`src/hdl/pps_pkg.sv`:
```
// Shared constants and types for the preemptive priority scheduler.
package pps_pkg;

  localparam int unsigned MAX_PROCS = 16;
  localparam int unsigned SLOT_W    = (MAX_PROCS > 1) ? $clog2(MAX_PROCS) : 1;
  localparam int unsigned CNT_W     = $clog2(MAX_PROCS + 1);

  localparam int unsigned IN_DATA_W  = 56;
  localparam int unsigned OUT_DATA_W = 72;

  localparam logic MODE_LOAD = 1'b0;
  localparam logic MODE_TICK = 1'b1;

  typedef enum logic [1:0] {
    ST_IDLE,
    ST_SCAN,
    ST_UPDATE
  } state_e;

  // Best candidate seen so far, handed from cell to cell.
  typedef struct packed {
    logic              valid;
    logic [7:0]        prio;
    logic [15:0]       arrival;
    logic [SLOT_W-1:0] slot;
    logic [15:0]       id;
    logic [15:0]       burst;
    logic [15:0]       rem;
  } cand_t;

  // Broadcast control from the sequencer to every cell.
  typedef struct packed {
    logic              wr_en;
    logic [SLOT_W-1:0] wr_slot;
    logic [15:0]       wr_id;
    logic [15:0]       wr_burst;
    logic [15:0]       wr_arrival;
    logic [7:0]        wr_prio;
    logic              dec_en;
    logic [SLOT_W-1:0] dec_slot;
    logic [15:0]       now;
    logic [CNT_W-1:0]  loaded;
  } cell_ctl_t;

endpackage

```
`src/hdl/pps_cell.sv`:
```
// One process table slot that keeps the better of its own entry and its neighbor's candidate.
module pps_cell
  import pps_pkg::*;
(
  input  logic              clk_i,
  input  logic              rst_ni,
  input  logic [SLOT_W-1:0] slot_i,
  input  cell_ctl_t         ctl_i,
  input  cand_t             prev_i,
  output cand_t             next_o
);

  logic [15:0] id_q;
  logic [15:0] burst_q;
  logic [15:0] arr_q;
  logic [7:0]  prio_q;
  logic [15:0] rem_q;
  logic        eligible;
  logic        wins;
  cand_t       next_d;
  cand_t       next_q;

  always_ff @(posedge clk_i) begin
    if (ctl_i.wr_en && (ctl_i.wr_slot == slot_i)) begin
      id_q    <= ctl_i.wr_id;
      burst_q <= ctl_i.wr_burst;
      arr_q   <= ctl_i.wr_arrival;
      prio_q  <= ctl_i.wr_prio;
      rem_q   <= ctl_i.wr_burst;
    end else if (ctl_i.dec_en && (ctl_i.dec_slot == slot_i)) begin
      rem_q <= rem_q - 16'd1;
    end
  end

  // Ties keep the incoming candidate, which always comes from a lower slot.
  always_comb begin
    eligible = (CNT_W'(slot_i) < ctl_i.loaded) && (rem_q != 16'd0) &&
               (arr_q <= ctl_i.now);
    wins = !prev_i.valid || (prio_q < prev_i.prio) ||
           ((prio_q == prev_i.prio) && (arr_q < prev_i.arrival));
    if (eligible && wins) begin
      next_d.valid   = 1'b1;
      next_d.prio    = prio_q;
      next_d.arrival = arr_q;
      next_d.slot    = slot_i;
      next_d.id      = id_q;
      next_d.burst   = burst_q;
      next_d.rem     = rem_q;
    end else begin
      next_d = prev_i;
    end
  end

  always_ff @(posedge clk_i or negedge rst_ni) begin
    if (!rst_ni) begin
      next_q <= '0;
    end else begin
      next_q <= next_d;
    end
  end

  assign next_o = next_q;

endmodule

```
`src/hdl/preemptive_priority_scheduler.sv`:
```
// Preemptive priority scheduler: a chain of table cells picks the process to run on each tick.
// A load request returns nothing; the next request can be accepted right after it.
// A tick request returns one result: the best candidate walks the registered cell chain one
// slot per cycle, then the update state updates the winner and registers the result. No
// new request is accepted until the tick leaves the update state, which stalls while an
// earlier result still waits at the output. Reset clears the time, the load and done
// counts and the output valid; table contents stay undefined until loaded.
module preemptive_priority_scheduler
  import pps_pkg::*;
(
  input  logic                  clk_i,
  input  logic                  rst_ni,
  input  logic                  s_axis_tvalid_i,
  output logic                  s_axis_tready_o,
  // proc_id[15:0], burst_len[31:16], arrive_at[47:32], prio_level[55:48]
  input  logic [IN_DATA_W-1:0]  s_axis_tdata_i,
  // mode[0]
  input  logic                  s_axis_tuser_i,
  output logic                  m_axis_tvalid_o,
  input  logic                  m_axis_tready_i,
  // running_id[15:0], idle[16], finished[17], finish_time[33:18], turnaround[49:34],
  // wait_time[65:50], all_done[66], zero fill[71:67]
  output logic [OUT_DATA_W-1:0] m_axis_tdata_o
);

  state_e            state_q, state_d;
  logic [SLOT_W-1:0] scan_q, scan_d;
  logic [CNT_W-1:0]  loaded_q, loaded_d;
  logic [CNT_W-1:0]  done_q, done_d;
  logic [15:0]       now_q, now_d;
  logic              m_valid_q, m_valid_d;
  logic [OUT_DATA_W-1:0] m_data_q, m_data_d;

  cand_t     chain [MAX_PROCS+1];
  cell_ctl_t ctl;
  cand_t     best;

  logic        in_fire;
  logic        out_free;
  logic        do_load;
  logic        do_update;
  logic        finished;
  logic [15:0] fin;
  logic [15:0] tat;
  logic [15:0] wt;
  logic [CNT_W-1:0] done_next;

  assign chain[0] = '0;

  for (genvar i = 0; i < MAX_PROCS; i++) begin : g_cell
    pps_cell u_cell (
      .clk_i  (clk_i),
      .rst_ni (rst_ni),
      .slot_i (SLOT_W'(i)),
      .ctl_i  (ctl),
      .prev_i (chain[i]),
      .next_o (chain[i+1])
    );
  end

  assign best     = chain[MAX_PROCS];
  assign in_fire  = s_axis_tvalid_i && s_axis_tready_o;
  assign out_free = !m_valid_q || m_axis_tready_i;

  // Next state.
  always_comb begin
    state_d = state_q;
    scan_d  = scan_q;
    case (state_q)
      ST_IDLE: begin
        scan_d = '0;
        if (in_fire && (s_axis_tuser_i == MODE_TICK)) begin
          state_d = ST_SCAN;
        end
      end
      ST_SCAN: begin
        scan_d = scan_q + SLOT_W'(1);
        if (scan_q == SLOT_W'(MAX_PROCS - 1)) begin
          state_d = ST_UPDATE;
        end
      end
      ST_UPDATE: begin
        if (out_free) begin
          state_d = ST_IDLE;
        end
      end
      default: state_d = ST_IDLE;
    endcase
  end

  // Outputs and datapath.
  always_comb begin
    s_axis_tready_o = (state_q == ST_IDLE);
    do_load   = in_fire && (s_axis_tuser_i == MODE_LOAD) &&
                (loaded_q < CNT_W'(MAX_PROCS));
    do_update = (state_q == ST_UPDATE) && out_free;

    finished  = best.valid && (best.rem == 16'd1);
    fin       = now_q + 16'd1;
    tat       = fin - best.arrival;
    wt        = tat - best.burst;
    done_next = done_q + (finished ? CNT_W'(1) : CNT_W'(0));

    ctl.wr_en      = do_load;
    ctl.wr_slot    = loaded_q[SLOT_W-1:0];
    ctl.wr_id      = s_axis_tdata_i[15:0];
    ctl.wr_burst   = s_axis_tdata_i[31:16];
    ctl.wr_arrival = s_axis_tdata_i[47:32];
    ctl.wr_prio    = s_axis_tdata_i[55:48];
    ctl.dec_en     = do_update && best.valid;
    ctl.dec_slot   = best.slot;
    ctl.now        = now_q;
    ctl.loaded     = loaded_q;

    loaded_d  = loaded_q;
    done_d    = done_q;
    now_d     = now_q;
    m_valid_d = m_valid_q && !m_axis_tready_i;
    m_data_d  = m_data_q;

    if (do_load) begin
      loaded_d = loaded_q + CNT_W'(1);
      if (s_axis_tdata_i[31:16] == 16'd0) begin
        done_d = done_q + CNT_W'(1);
      end
    end

    if (do_update) begin
      done_d    = done_next;
      now_d     = fin;
      m_valid_d = 1'b1;
      m_data_d  = '0;
      m_data_d[15:0]  = best.valid ? best.id : 16'd0;
      m_data_d[16]    = !best.valid;
      m_data_d[17]    = finished;
      m_data_d[33:18] = finished ? fin : 16'd0;
      m_data_d[49:34] = finished ? tat : 16'd0;
      m_data_d[65:50] = finished ? wt : 16'd0;
      m_data_d[66]    = (done_next == loaded_q);
    end
  end

  always_ff @(posedge clk_i or negedge rst_ni) begin
    if (!rst_ni) begin
      state_q   <= ST_IDLE;
      scan_q    <= '0;
      loaded_q  <= '0;
      done_q    <= '0;
      now_q     <= '0;
      m_valid_q <= 1'b0;
    end else begin
      state_q   <= state_d;
      scan_q    <= scan_d;
      loaded_q  <= loaded_d;
      done_q    <= done_d;
      now_q     <= now_d;
      m_valid_q <= m_valid_d;
    end
  end

  always_ff @(posedge clk_i) begin
    m_data_q <= m_data_d;
  end

  assign m_axis_tvalid_o = m_valid_q;
  assign m_axis_tdata_o  = m_data_q;

`ifndef SYNTHESIS
  // Completed processes can never outnumber loaded ones.
  a_done_le_loaded: assert property (@(posedge clk_i) disable iff (!rst_ni)
    done_q <= loaded_q)
    else $error("done count exceeds loaded count");

  // A new result only appears after the update cycle of a tick.
  a_result_from_update: assert property (@(posedge clk_i) disable iff (!rst_ni)
    $rose(m_valid_q) |-> $past(state_q == ST_UPDATE))
    else $error("result raised outside the update cycle");

  // An idle tick never reports a completion or a running process.
  a_idle_clean: assert property (@(posedge clk_i) disable iff (!rst_ni)
    (m_valid_q && m_data_q[16]) |-> (!m_data_q[17] && (m_data_q[15:0] == 16'd0)))
    else $error("idle tick reports a process");
`endif

endmodule

```
`config.mk`:
```
export PLATFORM = sky130hd
export DESIGN_NAME = preemptive_priority_scheduler
export DESIGN_NICKNAME = d
export VERILOG_FILES = /design/src/hdl/pps_pkg.sv /design/src/hdl/pps_cell.sv /design/src/hdl/preemptive_priority_scheduler.sv
export SDC_FILE = /design/constraint.sdc
export NUM_CORES = 2
export LEC_CHECK = 0
export BUFFER_PORTS_ARGS = -buffer_cell sky130_fd_sc_hd__buf_2
export CORE_MARGIN = 2
export CORE_UTILIZATION = 51
export CTS_BUF_LIST = sky130_fd_sc_hd__clkbuf_4 sky130_fd_sc_hd__clkbuf_8
export DETAILED_ROUTE_END_ITERATION = 8
export PLACE_DENSITY = 0.66
export SETUP_SLACK_MARGIN = 0.02
export SYNTH_ARGS = -nofsm -noshare
export SYNTH_HDL_FRONTEND = slang
export SYNTH_SLANG_ARGS = --single-unit
```
`constraint.sdc`:
```
create_clock -name clk_i -period 11.6 [get_ports clk_i]
set_input_delay 0.58 -clock clk_i [delete_from_list [all_inputs] [get_ports clk_i]]
set_output_delay 0.58 -clock clk_i [all_outputs]
set_load 0.05 [all_outputs]
```
After elaboration in Yosys (flattened, before gate mapping)
Index checks and enable logic that the tools add are counted.
{ "word_totals": {"ff_bits": 2476, "input_bits": 61, "out_inout_bits": 74, "wordCells": 590} }
{ "op_classes": {"addsub": 23, "magnitude_cmp": 63, "eq_ne": 53, "mux": 58, "n_bitwise": 1, "n_reduce_logical": 192} }
{ "op_table": {"columns": ["cell", "count"], "rows": [
  ["77-bit two-way mux", 16],
  ["16-bit two-way mux", 32],
  ["16-bit <= comparator", 16],
  ["16-bit nonzero test", 16],
  ["16-bit by 1-bit subtractor with 16-bit output, second input constant", 16],
  ["16-bit < comparator", 15],
  ["8-bit equality test", 15],
  ["8-bit < comparator", 15],
  ["1-bit logical AND", 102],
  ["4-bit equality test, second input constant", 17],
  ["4-bit by 5-bit < comparator with 1-bit output, first input constant", 8],
  ["2-bit nonzero test", 19],
  ["4-bit by 3-bit equality test with 1-bit output, second input constant", 8],
  ["16-bit subtractor", 2],
  ["1-bit logical OR", 31],
  ["3-bit by 5-bit < comparator with 1-bit output, first input constant", 4],
  ["1-bit logical NOT", 18],
  ["16-bit by 1-bit adder with 16-bit output, second input constant", 1],
  ["16-bit by 1-bit equality test with 1-bit output, second input constant", 1],
  ["4-bit by 2-bit equality test with 1-bit output, second input constant", 4],
  ["16-bit logical NOT", 1],
  ["5-bit two-way mux", 3],
  ["5-bit by 1-bit adder with 5-bit output, second input constant", 2],
  ["1-bit by 5-bit < comparator with 1-bit output, first input constant", 2],
  ["other kinds (19)", 26]
]} }

Depth between registers and ports, before layout
{ "depth": {"word_depth": 7, "mapped_depth": 20, "mapped_depth_nobuf": 20} }

Modules after synthesis
A second synthesis with hierarchy kept.
{ "hier_totals": {"hier_cells": 8025, "area_unflattened_um2": 113950.5} }
{ "by_module_without_submodules": {"columns": ["mod", "n_inst", "cells_each", "area_each_um2", "seq_area_each_um2"], "rows": [
  ["pps_cell at g_cell[0].u_cell ...", 14, 467, 6756.5, 4088.9],
  ["pps_cell at g_cell[8].u_cell", 1, 465, 6794.0, 4088.9],
  ["pps_cell at g_cell[9].u_cell", 1, 469, 6765.2, 4088.9],
  ["preemptive_priority_scheduler", 1, 553, 5800.6, 2837.7]
]} }

Worst setup path after synthesis
No wires, ideal clock.
{ "synth_path": {"kind": "reg2reg", "from": "register now_q[0]", "to": "register m_data_q[65] (netlist: m_axis_tdata_o[65]), data pin", "setup_ns": 0.266, "t_arrival_ns": 4.338, "required_ns": 11.334, "setup_slack_ns": 6.996, "path_stages_with_launch": 20, "n_path_buf": 0, "synth_period_minus_slack_ns": 4.604, "cell_sequence": "dfrtp_1 -> nand3_1 -> nor3_1 -> nand3_1 -> nor3_1 -> xnor2_1 -> ha_1 -> o2111ai_1 -> a21oi_1 -> o31a_1 -> o31a_1 -> o21a_1 -> o21ai_0 -> o31a_1 -> ha_1 -> and3_1 -> a221oi_1 -> xnor2_1 -> xnor3_1 -> nor2_1"} }
{ "synth_via": {"elab_chain_cells": 3} }
{ "synth_rtl": {"columns": ["element", "line_no", "rtl"], "rows": [
  ["from (decl)", "preemptive_priority_scheduler.sv:30", "logic [15:0] now_q, now_d;"],
  ["from (signal assigned)", "preemptive_priority_scheduler.sv:156", "now_q <= now_d;"],
  ["16-bit by 1-bit adder with 16-bit output", "preemptive_priority_scheduler.sv:99", "fin = now_q + 16'd1;"],
  ["named net fin[9]", "preemptive_priority_scheduler.sv:43", "logic [15:0] fin;"],
  ["16-bit subtractor", "preemptive_priority_scheduler.sv:100", "tat = fin - best.arrival;"],
  ["named net tat[14]", "preemptive_priority_scheduler.sv:44", "logic [15:0] tat;"],
  ["16-bit subtractor", "preemptive_priority_scheduler.sv:101", "wt = tat - best.burst;"],
  ["to (signal assigned)", "preemptive_priority_scheduler.sv:162", "m_data_q <= m_data_d;"],
  ["to (decl)", "preemptive_priority_scheduler.sv:32", "logic [OUT_DATA_W-1:0] m_data_q, m_data_d;"]
]} }
The timed path passes the listed nets, and every way through them passes these cells.
A chain may end at the register's enable or synchronous reset.

Final worst setup path
{ "layout_path": {"from": "register now_q[3]", "to": "register m_data_q[65] (netlist: m_axis_tdata_o[65]), data pin"} }
Same word-level chain as after synthesis.

==> flow_metrics.tcl <==
set metrics [dict create \
    clkSinkCount 2461 \
    core_area_um2 206400 \
    tightest_slew_ps 1301 \
    whs_ps 135.6 \
    final_common_cell "dfrtp_1" \
    place_congestion 0.8843 \
    crit_buf_inv 2 \
    max-slew-margin-rel_pct 13.05 \
    ys_async_sr_fraction_pct 50.47 \
    synth_edf_count 1219 \
    endpoint_kind "flop" \
    status "finished, final reports clean" \
    crit_fanout 18 \
    avgViaCountPerCell 5.483 \
    fin_nets 8563 \
    synth_cell_types 78 \
    drtAntennaViolNets 0 \
    slowest_stage "nor3_1" \
    r2r_cells 20 \
    most-common-layout-cells "1,242 x dfrtp_1, 1,219 x edfxtp_1, 1,013 x mux2_2" \
    max_freq_mhz 200.3 \
    ir_drop_uv 155.8 \
    grt_use_total_pct 23.23 \
    num_io_pins 135 \
    drive_above_1_share_pct 25.54 \
    port_buffers 129 \
    path_depth 20 \
    yosys_warnings 0 \
    drv_slew 0 \
    power_density_nw_per_um2 209.7 \
    grt_pass1_vias 63930 \
    cts_resized 0 \
    setup_viol 0 \
    wl_per_cell_um 22.24 \
    setup_tns_ps 0 \
    antenna_found_initial 9 \
    vias 59670 \
    die_area_um2 210700 \
    slowest_delay_ps 410 \
    hpwl_mm 154.9 \
    rows 167 \
    startpoint_type "flop" \
    crit_top_cell "o31a_1" \
    ys_seq_elements 2461 \
    maxCapViolCount 0 \
    syn_inst 7368 \
    worstPathRequired_ps 12510 \
    dr.pass1.iters 6 \
    h-tree-depth 5 \
    place_area_um2 109500 \
    numCtsBuffers 415 \
    synth-seq-area-share_pct 64.10 \
    clkLatencyLatePin_ps 1100 \
    finalClockSkew_ps 91.22 \
    start_util_pct 51.15 \
    worstHoldPathType "input pin to async pin" \
    hold_violations 0 \
    nFillCells 16200 \
    worstSetupPathType "flop to flop" \
    cts_root_buffer "clkbuf_8" \
    synth.cell_area_um2 105600 \
    syn_to_final_growth_pct 12.20 \
    grt_start_max_net_pins 177 \
    fin_area_um2 118500 \
    cellLeakagePower_uw 0.04922 \
    grt_pass1_wl_mm 374.8 \
    cts_tree "yes" \
    syn_avg_cell_area_um2 14.33 \
    fin_crit_sh_pct 43.03 \
    clock_path_buffers 4 \
    routed_wl_mm 242.0 \
    grt_overflow 0 \
    die_h_um 459.0 \
    path_cells "inv_1 -> buf_4 -> nor3_1 -> nand3_1 -> nor3_1 -> xnor2_1 -> ha_1 -> o2111ai_1 -> a21oi_1 -> o31a_1 -> o31a_1 -> o21a_1 -> o21ai_0 -> o31a_1 -> ha_1 -> and3_1 -> a221oi_1 -> xnor2_1 -> xnor3_1 -> nor2_1" \
    drt_iter0_drc 3899 \
    worstPathArrival_ps 5910 \
    min_period_ps 4992 \
    clkTransAtPathRegs_ps 60 \
    die_w_um 459.0 \
    ys.flop_type "dfrtp_1" \
    rsz0062_at_grt "false" \
    drc_errors 0 \
    crit_family "compound AO/OA/AOI/OAI gates" \
]
-- final timing paths --
| kind | startpoint | to | slack, ps |
|---|---|---|---|
| worst max-delay path | now_q[3]$_DFFE_PN0P_ | m_axis_tdata_o[65]$_SDFFCE_PN0P_ | 6610 |
| worst min-delay path | rst_ni | g_cell[13].u_cell.next_o[52]$_DFF_PN0_ | 140 |
| worst max register to register | now_q[3]$_DFFE_PN0P_ | m_axis_tdata_o[65]$_SDFFCE_PN0P_ | 6610 |
| worst min register to register | g_cell[9].u_cell.next_o[49]$_DFF_PN0_ | g_cell[10].u_cell.next_o[49]$_DFF_PN0_ | 420 |
| max in group asynchronous | rst_ni | g_cell[5].u_cell.next_o[50]$_DFF_PN0_ | 8400 |
| min in group clk_i | s_axis_tdata_i[28] | g_cell[1].u_cell.burst_q[12]$_DFFE_PP_ | 140 |
-- cells in the mapped netlist (9+ instances only) --
master     number  area [um^2]
xor2_1         59        516.8
o21a_1         40        300.3
o2111ai_1      11        96.34
dfrtp_1      1242        31080
and3_1         14        87.58
nand4_1       100        625.6
mux2_2       1013        11410
nand2b_1       79        494.2
edfxtp_1     1219        36610
a211oi_1       16        120.1
mux2_1          9        101.4
clkbuf_1       94        352.8
buf_6          13        146.4
or3_1          17        106.4
a21oi_1       409         2047
mux2_4         50        750.7
nor4b_1        11        96.34
ha_1          656         8208
a31oi_1        40        250.2
buf_4          17        127.6
nor2_1        442         1659
a2111oi_0      13        113.9
or4_1          30        225.2
o21ai_0       151        755.7
or2_2          31        193.9
nor2b_1        73        456.7
nor3_1         74        370.4
nor4_1         66        412.9
buf_1          30        112.6
inv_1         483         1813
buf_2          69        345.3
xnor2_1       202         1769
o31ai_1        11        82.58
a21o_1        153         1149
and2_1        112        700.7
nand3_1        44        220.2
nand2_1       159        596.8
-- report_power, final --
part	internal, uW	switching, uW	leakage (uW)	total, uW
clock network	4440	3380	0.00456	7820
logic	2620	2650	0.0180	5270
registers	11000	756	0.0266	11800
total	18100	6790	0.0492	24800
-- kinds of logic (layout without fill, tap and decap cells) --
family	count (synthesis)	count (layout)	share of synthesized area, %
flip-flops	2461	2461	64.10
AND/OR/NAND/NOR	1283	1283	6.178
multiplexers	1074	1074	11.63
AO/OA/AOI/OAI	916	916	5.217
buffers and inverters	713	1514	2.872
adder cells (fa/ha/maj)	658	658	7.811
XOR/XNOR	262	262	2.186
other	1	10	0.003551
-- registers in the layout, indices dropped and copies added (netlist names) --
signal	cells
now_q	16
scan_q	4
g_cell.u_cell.prio_q	128
g_cell.u_cell.arr_q	256
g_cell.u_cell.burst_q	256
g_cell.u_cell.next_o	1209
g_cell.u_cell.id_q	256
m_axis_tdata_o	67
m_axis_tvalid_o	1
loaded_q	5
done_q	5
g_cell.u_cell.rem_q	256
state_q	2
-- routing by layer --
metal  part of all wire [%]  GRT usage, %
met4                    3.3         8.259
met1                     43         31.17
met3                    4.6         3.398
met5                      0             0
met2                     49         38.70
-- cell type report --
cell class              count  area (um^2)  area share, %
diodes                      5        12.51        0.01056
clock buffers             653         7943          6.704
clock inverters            93        581.8         0.4911
inverters                 483         1815          1.532
multi-input cells        4198        35040          29.58
flip-flops and latches   2461        67680          57.13
well taps                2704         3383          2.856
repair buffers            285         2004          1.692
-- per-stage QoR --
step | instances | power, uW | worst slack, ps | utilization (%)
after floorplan | 7372 | 15450 | 6996 | -
after global placement | 10090 | 16980 | 6776 | 53.04
after detailed placement | 10090 | 17140 | 6678 | 53.04
after CTS | 10880 | 25080 | 6645 | 57.38
after global routing | 10880 | 26160 | 6255 | 57.38
final | 10880 | 24840 | 6608 | 57.39
-- worst reg2reg max path, cell delays in order (launching register included) --
cell       delay (ps)
dfrtp_1           370
inv_1              50
buf_4             230
nor3_1            410
nand3_1           260
nor3_1            240
xnor2_1           210
ha_1              320
o2111ai_1         150
a21oi_1           100
o31a_1            340
o31a_1            260
o21a_1            200
o21ai_0           230
o31a_1            200
ha_1              260
and3_1            180
a221oi_1          330
xnor2_1           180
xnor3_1           230
nor2_1            100
-- timing repair --
item / CTS / global route
hold endpoints to repair: 700 / 0
setup buffers: 0 / 0
hold buffers: 44 / 0
Power figures use the tool's default switching activity.
